<file path="src/rtl/pse_pkg.sv">
// ----------------------------------------------------------------------------
// pse_pkg
// Shared types, codes and character helpers for the PDF string escaper.
// ----------------------------------------------------------------------------
package pse_pkg;

  localparam int unsigned QUEUE_DEPTH = 4;

  localparam int unsigned CFG_IDX_W  = 1;
  localparam int unsigned CFG_DATA_W = 16;

  localparam logic [CFG_IDX_W-1:0] REG_MODE = 1'b0;
  localparam logic [CFG_IDX_W-1:0] REG_ROOM = 1'b1;

  localparam logic [1:0] MODE_LITERAL = 2'd0;
  localparam logic [1:0] MODE_NAME    = 2'd1;
  localparam logic [1:0] MODE_HEX     = 2'd2;
  localparam logic [1:0] MODE_UNHEX   = 2'd3;

  localparam logic [7:0] CH_BSLASH = 8'h5C;
  localparam logic [7:0] CH_HASH   = 8'h23;
  localparam logic [7:0] CH_ZERO   = 8'h30;
  localparam logic [7:0] CH_LPAREN = 8'h28;
  localparam logic [7:0] CH_RPAREN = 8'h29;
  localparam logic [7:0] CH_BANG   = 8'h21;
  localparam logic [7:0] CH_TILDE  = 8'h7E;
  localparam logic [7:0] CH_DEL    = 8'h7F;

  // one queued run of up to four results caused by one input item
  typedef struct packed {
    logic [3:0][7:0] bytes;
    logic [1:0]      last_idx;
    logic            data;
    logic            ovf;
    logic            send;
  } job_t;

  function automatic logic [7:0] hex_char(input logic [3:0] v);
    logic [7:0] r;
    if (v < 4'd10) begin
      r = 8'h30 + {4'h0, v};
    end else begin
      r = 8'h37 + {4'h0, v};
    end
    return r;
  endfunction

  // {valid, value}
  function automatic logic [4:0] hex_value(input logic [7:0] c);
    logic [4:0] r;
    if (c >= 8'h30 && c <= 8'h39) begin
      r = {1'b1, 4'(c - 8'h30)};
    end else if (c >= 8'h41 && c <= 8'h46) begin
      r = {1'b1, 4'(c - 8'h37)};
    end else if (c >= 8'h61 && c <= 8'h66) begin
      r = {1'b1, 4'(c - 8'h57)};
    end else begin
      r = 5'h00;
    end
    return r;
  endfunction

  function automatic logic name_delim(input logic [7:0] c);
    return c == 8'd35 || c == 8'd37 || c == 8'd40 || c == 8'd41 || c == 8'd47 ||
           c == 8'd60 || c == 8'd62 || c == 8'd91 || c == 8'd93 || c == 8'd123 ||
           c == 8'd125;
  endfunction

endpackage

</file>
<file path="src/rtl/pse_front.sv">
// ----------------------------------------------------------------------------
// pse_front
// Accepts input bytes, checks output room, classifies and expands each byte
// into a run of results, and keeps the per-string state and registers.
// ----------------------------------------------------------------------------
module pse_front (
  input  logic                           clk,
  input  logic                           rst_n,
  input  logic                           cfg_we,
  input  logic [pse_pkg::CFG_IDX_W-1:0]  cfg_index,
  input  logic [pse_pkg::CFG_DATA_W-1:0] cfg_data,
  input  logic                           push,
  input  logic [7:0]                     in_byte,
  input  logic                           in_last,
  input  logic                           q_full,
  output logic                           q_push,
  output pse_pkg::job_t                  q_job
);

  logic [1:0]  mode_r;
  logic [15:0] out_room_r;
  logic [15:0] out_count_r, out_count_nxt;
  logic [3:0]  hn_r, hn_nxt;
  logic        pend_r, pend_nxt;
  logic        drop_r, drop_nxt;

  logic        accept;
  logic [2:0]  need;
  logic        room_hit;
  logic [2:0]  n;
  logic [4:0]  hv;
  pse_pkg::job_t job;

  assign accept = push && !q_full;
  assign hv     = pse_pkg::hex_value(in_byte);

  always_comb begin
    case (mode_r)
      pse_pkg::MODE_LITERAL: need = 3'd4;
      pse_pkg::MODE_NAME:    need = 3'd3;
      pse_pkg::MODE_HEX:     need = 3'd2;
      default:               need = 3'd1;
    endcase
  end

  assign room_hit = ({1'b0, out_count_r} + {14'b0, need}) >= {1'b0, out_room_r};

  always_comb begin
    job           = '0;
    n             = 3'd0;
    out_count_nxt = out_count_r;
    hn_nxt        = hn_r;
    pend_nxt      = pend_r;
    drop_nxt      = drop_r;
    if (drop_r) begin
      if (in_last) begin
        job.ovf = 1'b1;
        n       = 3'd1;
      end
    end else if (room_hit) begin
      drop_nxt = 1'b1;
      job.ovf  = 1'b1;
      n        = 3'd1;
    end else begin
      job.data = 1'b1;
      case (mode_r)
        pse_pkg::MODE_LITERAL: begin
          if (in_byte < pse_pkg::CH_BANG || in_byte > pse_pkg::CH_TILDE) begin
            job.bytes[0] = pse_pkg::CH_BSLASH;
            job.bytes[1] = pse_pkg::CH_ZERO + {6'h0, in_byte[7:6]};
            job.bytes[2] = pse_pkg::CH_ZERO + {5'h0, in_byte[5:3]};
            job.bytes[3] = pse_pkg::CH_ZERO + {5'h0, in_byte[2:0]};
            n = 3'd4;
          end else if (in_byte == pse_pkg::CH_LPAREN || in_byte == pse_pkg::CH_RPAREN ||
                       in_byte == pse_pkg::CH_BSLASH) begin
            job.bytes[0] = pse_pkg::CH_BSLASH;
            job.bytes[1] = in_byte;
            n = 3'd2;
          end else begin
            job.bytes[0] = in_byte;
            n = 3'd1;
          end
        end
        pse_pkg::MODE_NAME: begin
          if (in_byte == 8'h00) begin
            n = 3'd0;
          end else if (in_byte <= 8'd32 || in_byte >= pse_pkg::CH_DEL ||
                       pse_pkg::name_delim(in_byte)) begin
            job.bytes[0] = pse_pkg::CH_HASH;
            job.bytes[1] = pse_pkg::hex_char(in_byte[7:4]);
            job.bytes[2] = pse_pkg::hex_char(in_byte[3:0]);
            n = 3'd3;
          end else begin
            job.bytes[0] = in_byte;
            n = 3'd1;
          end
        end
        pse_pkg::MODE_HEX: begin
          job.bytes[0] = pse_pkg::hex_char(in_byte[7:4]);
          job.bytes[1] = pse_pkg::hex_char(in_byte[3:0]);
          n = 3'd2;
        end
        default: begin
          if (hv[4]) begin
            if (pend_r) begin
              job.bytes[0] = {hn_r, hv[3:0]};
              n            = 3'd1;
              pend_nxt     = 1'b0;
            end else begin
              hn_nxt   = hv[3:0];
              pend_nxt = 1'b1;
            end
          end
          if (in_last && pend_nxt) begin
            job.bytes[0] = {hn_nxt, 4'h0};
            n            = 3'd1;
            pend_nxt     = 1'b0;
          end
        end
      endcase
      if (n != 3'd0) begin
        out_count_nxt = out_count_r + {13'h0, n};
      end else if (in_last) begin
        job.data = 1'b0;
        n        = 3'd1;
      end
    end
    job.send     = in_last;
    job.last_idx = 2'(n - 3'd1);
    if (in_last) begin
      out_count_nxt = '0;
      hn_nxt        = '0;
      pend_nxt      = 1'b0;
      drop_nxt      = 1'b0;
    end
  end

  assign q_push = accept && (n != 3'd0);
  assign q_job  = job;

  always_ff @(posedge clk) begin
    if (!rst_n) begin
      mode_r      <= pse_pkg::MODE_LITERAL;
      out_room_r  <= 16'hFFFF;
      out_count_r <= '0;
      hn_r        <= '0;
      pend_r      <= 1'b0;
      drop_r      <= 1'b0;
    end else begin
      if (cfg_we) begin
        case (cfg_index)
          pse_pkg::REG_MODE: mode_r     <= cfg_data[1:0];
          pse_pkg::REG_ROOM: out_room_r <= cfg_data;
          default: ;
        endcase
      end
      if (accept) begin
        out_count_r <= out_count_nxt;
        hn_r        <= hn_nxt;
        pend_r      <= pend_nxt;
        drop_r      <= drop_nxt;
      end
    end
  end

endmodule

</file>
<file path="src/rtl/pse_fifo.sv">
// ----------------------------------------------------------------------------
// pse_fifo
// Short job queue between the front and the back.
// ----------------------------------------------------------------------------
module pse_fifo #(
  parameter int unsigned DEPTH = pse_pkg::QUEUE_DEPTH
) (
  input  logic          clk,
  input  logic          rst_n,
  input  logic          wr,
  input  pse_pkg::job_t wr_job,
  input  logic          rd,
  output pse_pkg::job_t rd_job,
  output logic          q_full,
  output logic          q_empty
);

  localparam int unsigned PTR_W = (DEPTH > 1) ? $clog2(DEPTH) : 1;
  localparam int unsigned CNT_W = $clog2(DEPTH + 1);

  pse_pkg::job_t    slots [DEPTH];
  logic [PTR_W-1:0] wp_r, rp_r;
  logic [CNT_W-1:0] cnt_r;
  logic             do_wr, do_rd;

  assign q_full  = cnt_r == CNT_W'(DEPTH);
  assign q_empty = cnt_r == '0;
  assign do_wr   = wr && !q_full;
  assign do_rd   = rd && !q_empty;
  assign rd_job  = slots[rp_r];

  always_ff @(posedge clk) begin
    if (do_wr) begin
      slots[wp_r] <= wr_job;
    end
  end

  always_ff @(posedge clk) begin
    if (!rst_n) begin
      wp_r  <= '0;
      rp_r  <= '0;
      cnt_r <= '0;
    end else begin
      if (do_wr) begin
        wp_r <= (wp_r == PTR_W'(DEPTH - 1)) ? '0 : wp_r + 1'b1;
      end
      if (do_rd) begin
        rp_r <= (rp_r == PTR_W'(DEPTH - 1)) ? '0 : rp_r + 1'b1;
      end
      case ({do_wr, do_rd})
        2'b10:   cnt_r <= cnt_r + 1'b1;
        2'b01:   cnt_r <= cnt_r - 1'b1;
        default: cnt_r <= cnt_r;
      endcase
    end
  end

  a_cnt_bound: assert property (@(posedge clk) disable iff (!rst_n)
    cnt_r <= CNT_W'(DEPTH))
    else $error("queue count beyond depth");

  a_ptr_gap: assert property (@(posedge clk) disable iff (!rst_n)
    (q_empty || q_full) |-> (wp_r == rp_r))
    else $error("queue pointers disagree with count");

endmodule

</file>
<file path="src/rtl/pse_back.sv">
// ----------------------------------------------------------------------------
// pse_back
// Walks each queued job one result per cycle into the output register while it is empty or popped.
// ----------------------------------------------------------------------------
module pse_back (
  input  logic          clk,
  input  logic          rst_n,
  input  pse_pkg::job_t q_job,
  input  logic          q_empty,
  output logic          q_pop,
  input  logic          pop,
  output logic          empty,
  output logic [7:0]    out_byte,
  output logic          out_byte_valid,
  output logic          out_run_last,
  output logic          out_string_end,
  output logic          out_overflow
);

  logic [1:0] k_r;
  logic       ov_r;
  logic [7:0] byte_r;
  logic       bv_r, rl_r, se_r, of_r;
  logic       load;
  logic       at_end;

  assign load   = !q_empty && (!ov_r || pop);
  assign at_end = k_r == q_job.last_idx;
  assign q_pop  = load && at_end;

  always_ff @(posedge clk) begin
    if (!rst_n) begin
      ov_r <= 1'b0;
      k_r  <= '0;
    end else begin
      if (load) begin
        ov_r <= 1'b1;
        k_r  <= at_end ? 2'd0 : k_r + 2'd1;
      end else if (pop) begin
        ov_r <= 1'b0;
      end
    end
  end

  always_ff @(posedge clk) begin
    if (load) begin
      byte_r <= q_job.bytes[k_r];
      bv_r   <= q_job.data;
      rl_r   <= at_end;
      se_r   <= q_job.send;
      of_r   <= q_job.ovf;
    end
  end

  assign empty          = !ov_r;
  assign out_byte       = byte_r;
  assign out_byte_valid = bv_r;
  assign out_run_last   = rl_r;
  assign out_string_end = se_r;
  assign out_overflow   = of_r;

  a_marker_single: assert property (@(posedge clk) disable iff (!rst_n)
    (ov_r && !bv_r) |-> (rl_r && byte_r == 8'h00))
    else $error("marker result not alone in its run");

  a_ovf_no_data: assert property (@(posedge clk) disable iff (!rst_n)
    (ov_r && of_r) |-> !bv_r)
    else $error("overflow flagged on a data result");

  a_idx_rewind: assert property (@(posedge clk) disable iff (!rst_n)
    q_pop |=> (k_r == 2'd0))
    else $error("result index not rewound after run");

endmodule

</file>
<file path="src/rtl/pdf_string_escape.sv">
// The first result of an item goes into the job queue, then into the output register.
// Throughput: one input item per cycle while the job queue has room; results leave
// at one per cycle while pop is high; each item yields 0 to 4 results.
// Results drain at one per cycle while pop is high, which sets the sustained rate.
// Reset (rst_n low, synchronous): mode = literal, out_room = 65535, string state
// and queue cleared, no result pending.
// ----------------------------------------------------------------------------
// pdf_string_escape
// PDF string escaper: literal, name, hex and unhex conversion of byte streams.
// ----------------------------------------------------------------------------
module pdf_string_escape #(
  parameter int unsigned QUEUE_DEPTH = pse_pkg::QUEUE_DEPTH
) (
  input  logic                           clk,
  input  logic                           rst_n,
  input  logic                           cfg_we,
  input  logic [pse_pkg::CFG_IDX_W-1:0]  cfg_index,
  input  logic [pse_pkg::CFG_DATA_W-1:0] cfg_data,
  input  logic                           push,
  output logic                           full,
  input  logic [7:0]                     in_byte,
  input  logic                           in_last,
  output logic                           empty,
  input  logic                           pop,
  output logic [7:0]                     out_byte,
  output logic                           out_byte_valid,
  output logic                           out_run_last,
  output logic                           out_string_end,
  output logic                           out_overflow
);

  pse_pkg::job_t wr_job, rd_job;
  logic          q_push, q_pop, q_full, q_empty;

  assign full = q_full;

  pse_front u_front (
    .clk       (clk),
    .rst_n     (rst_n),
    .cfg_we    (cfg_we),
    .cfg_index (cfg_index),
    .cfg_data  (cfg_data),
    .push      (push),
    .in_byte   (in_byte),
    .in_last   (in_last),
    .q_full    (q_full),
    .q_push    (q_push),
    .q_job     (wr_job)
  );

  pse_fifo #(
    .DEPTH (QUEUE_DEPTH)
  ) u_fifo (
    .clk     (clk),
    .rst_n   (rst_n),
    .wr      (q_push),
    .wr_job  (wr_job),
    .rd      (q_pop),
    .rd_job  (rd_job),
    .q_full  (q_full),
    .q_empty (q_empty)
  );

  pse_back u_back (
    .clk            (clk),
    .rst_n          (rst_n),
    .q_job          (rd_job),
    .q_empty        (q_empty),
    .q_pop          (q_pop),
    .pop            (pop),
    .empty          (empty),
    .out_byte       (out_byte),
    .out_byte_valid (out_byte_valid),
    .out_run_last   (out_run_last),
    .out_string_end (out_string_end),
    .out_overflow   (out_overflow)
  );

endmodule

</file>
<file path="config.mk">
export PLATFORM = sky130hd
export DESIGN_NAME = pdf_string_escape
export DESIGN_NICKNAME = d
export VERILOG_FILES = /design/src/rtl/pse_pkg.sv /design/src/rtl/pse_front.sv /design/src/rtl/pse_fifo.sv /design/src/rtl/pse_back.sv /design/src/rtl/pdf_string_escape.sv
export SDC_FILE = /design/constraint.sdc
export NUM_CORES = 1
export LEC_CHECK = 0
export BUFFER_PORTS_ARGS = -buffer_cell sky130_fd_sc_hd__buf_2
export CAP_MARGIN = 25
export CORE_UTILIZATION = 56
export DETAILED_ROUTE_END_ITERATION = 8
export PLACE_DENSITY = 0.77
export SLEW_MARGIN = 25
export SYNTH_ARGS = -nofsm -noshare
export SYNTH_HDL_FRONTEND = slang
export SYNTH_HIERARCHICAL = 1
export SYNTH_SLANG_ARGS = --single-unit
</file>
<file path="constraint.sdc">
create_clock -name clk -period 6.6 [get_ports clk]
set_input_delay 0.33 -clock clk [delete_from_list [all_inputs] [get_ports clk]]
set_output_delay 0.33 -clock clk [all_outputs]
set_load 0.05 [all_outputs]
</file>
==> impl_metrics.py, run 1 <==
metrics = {
    "sta": {
        "drv_slew": 0,
        "period_minus_slack_ns": 6.062,
        "finalHoldViolations": 0,
        "timing.fmax_mhz": 164.9,
        "rsz0062_at_grt": "no",
        "relSlewSlack_pct": 36.16,
        "tightest_slew_ns": 0.9575,
        "fin_worst_skew_ns": 0.01866,
        "period_share_pct": 91.86,
        "fin_tns_setup_ns": 0,
        "setup_viol": 0,
        "fin_ws_ns": 0.5375,
    },
    "global_route": {
        "grt_pass1_wl_um": 34870,
        "grtUsageMet2_pct": 37.53,
        "grt-ovfl-total": 0,
        "grt_max_degree": 41,
        "busiest_layer": "met2",
        "use_met3_pct": 3.028,
        "grt_usage_pct": 22.63,
        "grt_pass1_vias": 6505,
        "grt_use_met1_pct": 31.47,
        "antenna_found_initial": 0,
    },
    "setup_path": {
        "worstPathRequired_ns": 7.01,
        "path_class": "reg2reg",
        "cpMostUsedCell": "ha_1",
        "crit_path_start_kind": "flip-flop",
        "worst_path_max_delay_cell": "or4_1",
        "end_kind": "flip-flop",
        "worst_path_largest_cell_delay_ns": 0.51,
        "cp_max_fo": 11,
        "critPathArrivalTime_ns": 6.48,
        "r2r_setup_slack_ns": 0.54,
    },
    "yosys": {
        "postSynth.asyncResetShare_pct": 0,
        "synth_cell_types": 85,
        "syn-instance-count": 821,
        "synth_seq_cells": 212,
        "synth_edf_count": 160,
        "syn_avg_cell_area_um2": 12.96,
        "yosys.area.top_type": "edfxtp_1",
        "synth_warnings": 6,
        "syn_area_um2": 10640,
        "ys_seq_area_share_pct": 54.93,
        "synth_ff_type": "edfxtp_1",
        "synth_area_leaders": "edfxtp_1, dfxtp_1, mux4_2",
        "synth_top_area_share_pct": 45.14,
    },
    "die": {
        "dieArea_um2": 19560,
        "ios": 45,
        "die_x_um": 139.9,
        "coreArea_um2": 18640,
        "dieHeight_um": 139.9,
        "initial_core_util_pct": 57.09,
        "rows": 50,
    },
    "pwr": {
        "powerDensity_nw_per_um2": 288.7,
        "peakVddDrop_mv": 0.2268,
        "power_leakage_nw": 4.270,
    },
    "place": {
        "dp_slack_ns": 0.4984,
        "gp_congestion": 0.8678,
        "dp_hpwl_um": 13960,
        "numPortBuffers": 44,
    },
    "detailed_routing": {
        "via_count": 6781,
        "dr.pass1.iters": 7,
        "drc": 0,
        "ant_nets": 0,
        "wirelength_um": 21430,
        "avgViaCountPerCell": 6.153,
        "wl_per_cell_um": 19.45,
        "drt_iter0_drc": 650,
    },
    "layout": {
        "drive_gt1_share_pct": 17.40,
        "finalNetCount": 930,
        "fill_cells": 1428,
        "area_growth_pct": 9.487,
        "diodes": 0,
    },
    "run": {
        "max_cap_viol_count": 0,
    },
    "clock_network": {
        "cts-htree-levels": 1,
        "postCtsSetupRepairBufs": 0,
        "clk_pin_slew_ns": 0.06,
        "cts_buffers": 22,
        "cts_tree": "built",
        "numClockSinks": 212,
        "root_buffer": "clkbuf_16",
        "clk_latency_ns": 0.51,
        "clk_path_buf_depth": 3,
    },
    "run_status": {
        "outcome": "finished, final reports clean",
    },
    "worst_hold_path": {
        "hp-class": "in2reg",
    },
}
==> Yosys cell counts, drive strengths merged (14+ instances only) <==
master / count
edfxtp: 160
nand2: 65
inv: 54
dfxtp: 52
a21oi: 45
mux4: 45
ha: 43
o21ai: 30
nor2: 28
buf: 26
clkbuf: 23
nand3: 19
o211ai: 17
xnor2: 15
and2: 14
==> final cells by class <==
class                           count  area (µm²)  area share, %
Tap cell                          234       292.8          2.513
Timing Repair Buffer               53       300.3          2.577
Clock inverter                     14       132.6          1.138
Clock buffer                       25       571.8          4.907
Multi-Input combinational cell    509        4302          36.92
Sequential cell                   212        5847          50.18
Inverter                           55       206.4          1.772
==> kinds of logic after synthesis <==
group / after synthesis / share of synthesized area, %
fa+ha+maj: 46 / 5.620
compound gates: 174 / 11.51
flops: 212 / 54.93
mux: 51 / 10.40
simple gates: 209 / 10.65
other cells: 1 / 0.03524
buf+inv: 104 / 4.879
xor+xnor: 24 / 1.975
==> worst max-delay path: cells and delay by family (launching register included) <==
family          cells  cell delay, ns
simple gates       10            2.33
compound gates      6            1.04
buf+inv             3            0.24
flops               1            0.40
xor+xnor            2            0.31
fa+ha+maj           6            1.61
==> worst paths after layout <==
path | from | end | cells after the start
hold / removal | cfg_data[2] | u_front/out_room_r[2] | 3
setup / recovery | u_front/mode_r[0] | u_fifo/cnt_r[2] | 27
hold reg to reg | u_front/hn_r[2] | u_front/hn_r[2] | 1
setup reg to reg | u_front/mode_r[0] | u_fifo/cnt_r[2] | 27
==> cell usage in the layout, fill, tap and decap left out, types with 6 or more instances in the layout <==
cell type and instances:
nand2_1 65, a31oi_1 7, nand3_1 19, xnor2_1 15, nor2b_1 11, edfxtp_1 160
buf_4 8, mux4_1 9, and2_1 8, nand2b_1 10, clkbuf_16 22, a22oi_1 6
o21bai_1 6, o21ai_0 27, nor3_1 7, mux2i_1 6, or4_1 6, o211ai_1 17
and3_1 7, nor2_1 27, buf_2 44, a21o_1 9, ha_1 43, mux4_2 36
dfxtp_1 51, inv_1 54, a21oi_1 43, xor2_1 9, or3_1 6
==> sequential cells by signal (all words and copies together) (netlist names), named ones only <==
register and count:
u_fifo/slots 148, u_front/out_count_r 16, u_front/out_room_r 16, u_back/out_byte 8, u_front/hn_r 4, u_fifo/cnt_r 3
u_back/k_r 2, u_fifo/rp_r 2, u_fifo/wp_r 2, u_front/mode_r 2, u_back/out_byte_valid 1, u_back/out_overflow 1
u_back/out_run_last 1, u_back/out_string_end 1, u_back/ov_r 1, u_front/drop_r 1, u_front/pend_r 1
==> where the power goes <==
part / total (mW) / internal (mW) / switching, mW / leakage, nW
clock: 1.19 / 0.702 / 0.493 / 0.346
sequential: 1.63 / 1.58 / 0.0582 / 1.90
combinational: 0.536 / 0.198 / 0.338 / 2.03
total: 3.36 / 2.48 / 0.889 / 4.27
==> layer usage <==
layer  wire length [µm]  up-vias
li1                   -     3201
met1               9433     3333
met2              10370      221
met3               1315       26
met4                312        0
met5                  0        -
==> timing repair <==
item	4_1_cts	5_1_grt
setup endpoints to repair	0	1
hold endpoints to repair	0	0
resized for setup	0	1
hold buffers	0	0
==> metrics by stage <==
stage / util, % / power [mW] / instances / instance area (µm²) / hold WS [ns]
6_report: 62.50 / 3.365 / 1102 / 11650 / 0.05793
5_1_grt: 62.50 / 3.491 / 1102 / 11650 / 0.05304
4_1_cts: 62.48 / 3.391 / 1102 / 11650 / 0.04104
2_1_floorplan: - / 2.068 / 825 / 10660 / 0.4423
3_3_place_gp: 58.70 / 2.182 / 1063 / 10940 / 0.4602
3_5_place_dp: 58.70 / 2.196 / 1063 / 10940 / 0.4653
Power figures use the tool's default switching activity.
==> run 2: changes to the inputs <==
Settings changed: MAX_ROUTING_LAYER set to met4, PLACE_DENSITY 0.77 to 0.8.
Clock period 6.6 ns to 5.1 ns, I/O delays scaled along.
==> impl_metrics.py, run 2 (synthesis results as in run 1) <==
metrics = {
    "clock_network": {
        "numClockSinks": 212,
        "cts_buffers": 22,
        "clk_pin_slew_ns": 0.06,
        "clk_path_buf_depth": 3,
        "clk_latency_ns": 0.51,
        "cts-htree-levels": 1,
        "root_buffer": "clkbuf_16",
        "cts_tree": "built",
    },
    "die": {
        "ios": 45,
        "initial_core_util_pct": 57.09,
        "coreArea_um2": 18640,
        "rows": 50,
        "die_x_um": 139.9,
        "dieHeight_um": 139.9,
        "dieArea_um2": 19560,
    },
    "sta": {
        "tightest_slew_ns": 0.9174,
        "rsz0062_at_grt": "yes",
        "finalHoldViolations": 0,
        "fin_worst_skew_ns": 0.01007,
        "period_minus_slack_ns": 5.077,
        "relSlewSlack_pct": 38.84,
        "drv_slew": 0,
        "timing.fmax_mhz": 197.0,
        "setup_viol": 0,
        "period_share_pct": 99.54,
    },
    "setup_path": {
        "worstPathRequired_ns": 5.54,
        "critPathArrivalTime_ns": 5.51,
        "rr_startpoint": "u_front/mode_r[0]",
        "worst_path_largest_cell_delay_ns": 0.50,
        "cpMostUsedCell": "inv_2",
        "worst_path_max_delay_cell": "or4_4",
        "path_class": "reg2reg",
        "cp_max_fo": 4,
        "r2r_setup_slack_ns": 0.02,
        "crit_path_start_kind": "flip-flop",
        "end_kind": "flip-flop",
        "cp_num_buf_inv": 5,
        "timing.rr.end": "u_fifo/cnt_r[2]",
        "reg2regPathDepth": 27,
        "path_delay_family": "simple AND/OR/NAND/NOR gates",
    },
    "global_route": {
        "grt_usage_pct": 25.19,
        "grt_max_degree": 41,
        "grt_pass1_wl_um": 37250,
        "grt_pass1_vias": 7035,
        "grt-ovfl-total": 0,
        "antenna_found_initial": 0,
    },
    "pwr": {
        "power_leakage_nw": 4.552,
        "powerDensity_nw_per_um2": 359.8,
        "peakVddDrop_mv": 0.2756,
    },
    "place": {
        "dp_hpwl_um": 15120,
        "numPortBuffers": 44,
        "gp_congestion": 0.8588,
        "dp.cells": 1085,
    },
    "layout": {
        "finalNetCount": 984,
        "regArea_um2": 5852,
        "registers.top_by_ff_count": "u_fifo/slots",
        "largest_reg_flops": 148,
        "fin_util_pct": 65.88,
        "drive_gt1_share_pct": 23.51,
        "layout_common_cells": "edfxtp_1, nand2_1, inv_1, dfxtp_1, buf_2",
        "final_common_cell": "edfxtp_1",
        "fill_cells": 1322,
        "fin_cells": 1157,
        "area_growth_pct": 15.40,
        "diodes": 0,
        "multi_input_area_um2": 4433,
        "top_regs": "u_fifo/slots: 148 flops, u_front/out_count_r: 16 flops, u_front/out_room_r: 16 flops",
    },
    "detailed_routing": {
        "via_count": 7137,
        "dr.pass1.iters": 8,
        "avgViaCountPerCell": 6.169,
        "drc": 0,
        "drt_iter0_drc": 596,
        "wirelength_um": 23560,
        "ant_nets": 0,
        "wl_per_cell_um": 20.36,
    },
    "run_status": {
        "outcome": "finished, final reports clean",
    },
    "worst_hold_path": {
        "hold_depth": 3,
        "hold_end": "u_front/mode_r[1]",
        "hp-start": "cfg_we",
        "hp-class": "in2reg",
    },
    "run": {
        "max_cap_viol_count": 0,
    },
}
run 2: cell types whose count changed in the layout (fill, tap and decap cells not counted), sizes merged:
cell         change
buf             +39
dlygate4sd3     +15
clkbuf           +3
clkinv           -2
bufinv           -1
inv              +1
run 2: worst max-delay path by stage:
stage | to | start | cells after the start | slack [ns]
global placement | u_fifo/cnt_r[2] | u_front/mode_r[0] | 28 | 0.07
CTS | u_fifo/cnt_r[2] | u_front/mode_r[0] | 28 | 0.004
detailed placement | u_fifo/cnt_r[2] | u_front/mode_r[0] | 28 | -0.06
floorplan | u_fifo/cnt_r[2] | u_front/mode_r[0] | 30 | -0.14
finish | u_fifo/cnt_r[2] | u_front/mode_r[0] | 27 | 0.02
global route | u_fifo/cnt_r[2] | u_front/mode_r[0] | 27 | -0.22
run 2: area by class of cell:
class	count	share of cell area [%]
inverters	55	1.681
clock buffers	28	4.829
multi-input cells	509	36.09
repair buffers	107	6.561
well taps	234	2.384
clock inverters	12	0.8048
flip-flops and latches	212	47.65
run 2: report_power, final:
part,internal [mW],switching [mW],total [mW]
clock,0.878,0.644,1.52
sequential,2.04,0.0800,2.12
combinational,0.309,0.470,0.779
run 2: tightest hold or removal path: cells and delay by family:
| kind | cells | cell delay [ns] |
|---|---|---|
| buffers and inverters | 1 | 0.11 |
| AO/OA/AOI/OAI | 1 | 0.05 |
| AND/OR/NAND/NOR | 1 | 0.08 |
run 2: routing by layer:
| metal | part of all wire [%] | vias up | track usage, % |
|---|---|---|---|
| met4 | 2.3 | 0 | 6.651 |
| met3 | 7.1 | 70 | 3.992 |
| li1 | - | 3300 | - |
| met1 | 41 | 3473 | 32.35 |
| met5 | 0 | - | - |
| met2 | 50 | 294 | 41.79 |
run 2: timing repair:
item	4_1_cts	5_1_grt
gates resized for setup	4	9
hold buffers	15	0
pin swaps	8	21
cloned	0	0
endpoints found under the hold margin	16	0
setup buffers	12	5
setup endpoints to repair	1	2
run 2: stage by stage:
step	total power, mW	setup slack, ns	cell area, µm²	hold slack, ns	setup TNS (ns)
after CTS	4.440	0.004007	12200	0.009924	0
after detailed placement	2.891	-0.05858	11260	0.4570	-0.05858
after global routing	4.579	-0.2222	12280	0.02673	-0.2323
after floorplan	2.687	-0.1423	10750	0.3728	-0.1423
after global placement	2.865	0.06828	11260	0.4510	0
final	4.419	0.02339	12280	0.02706	0
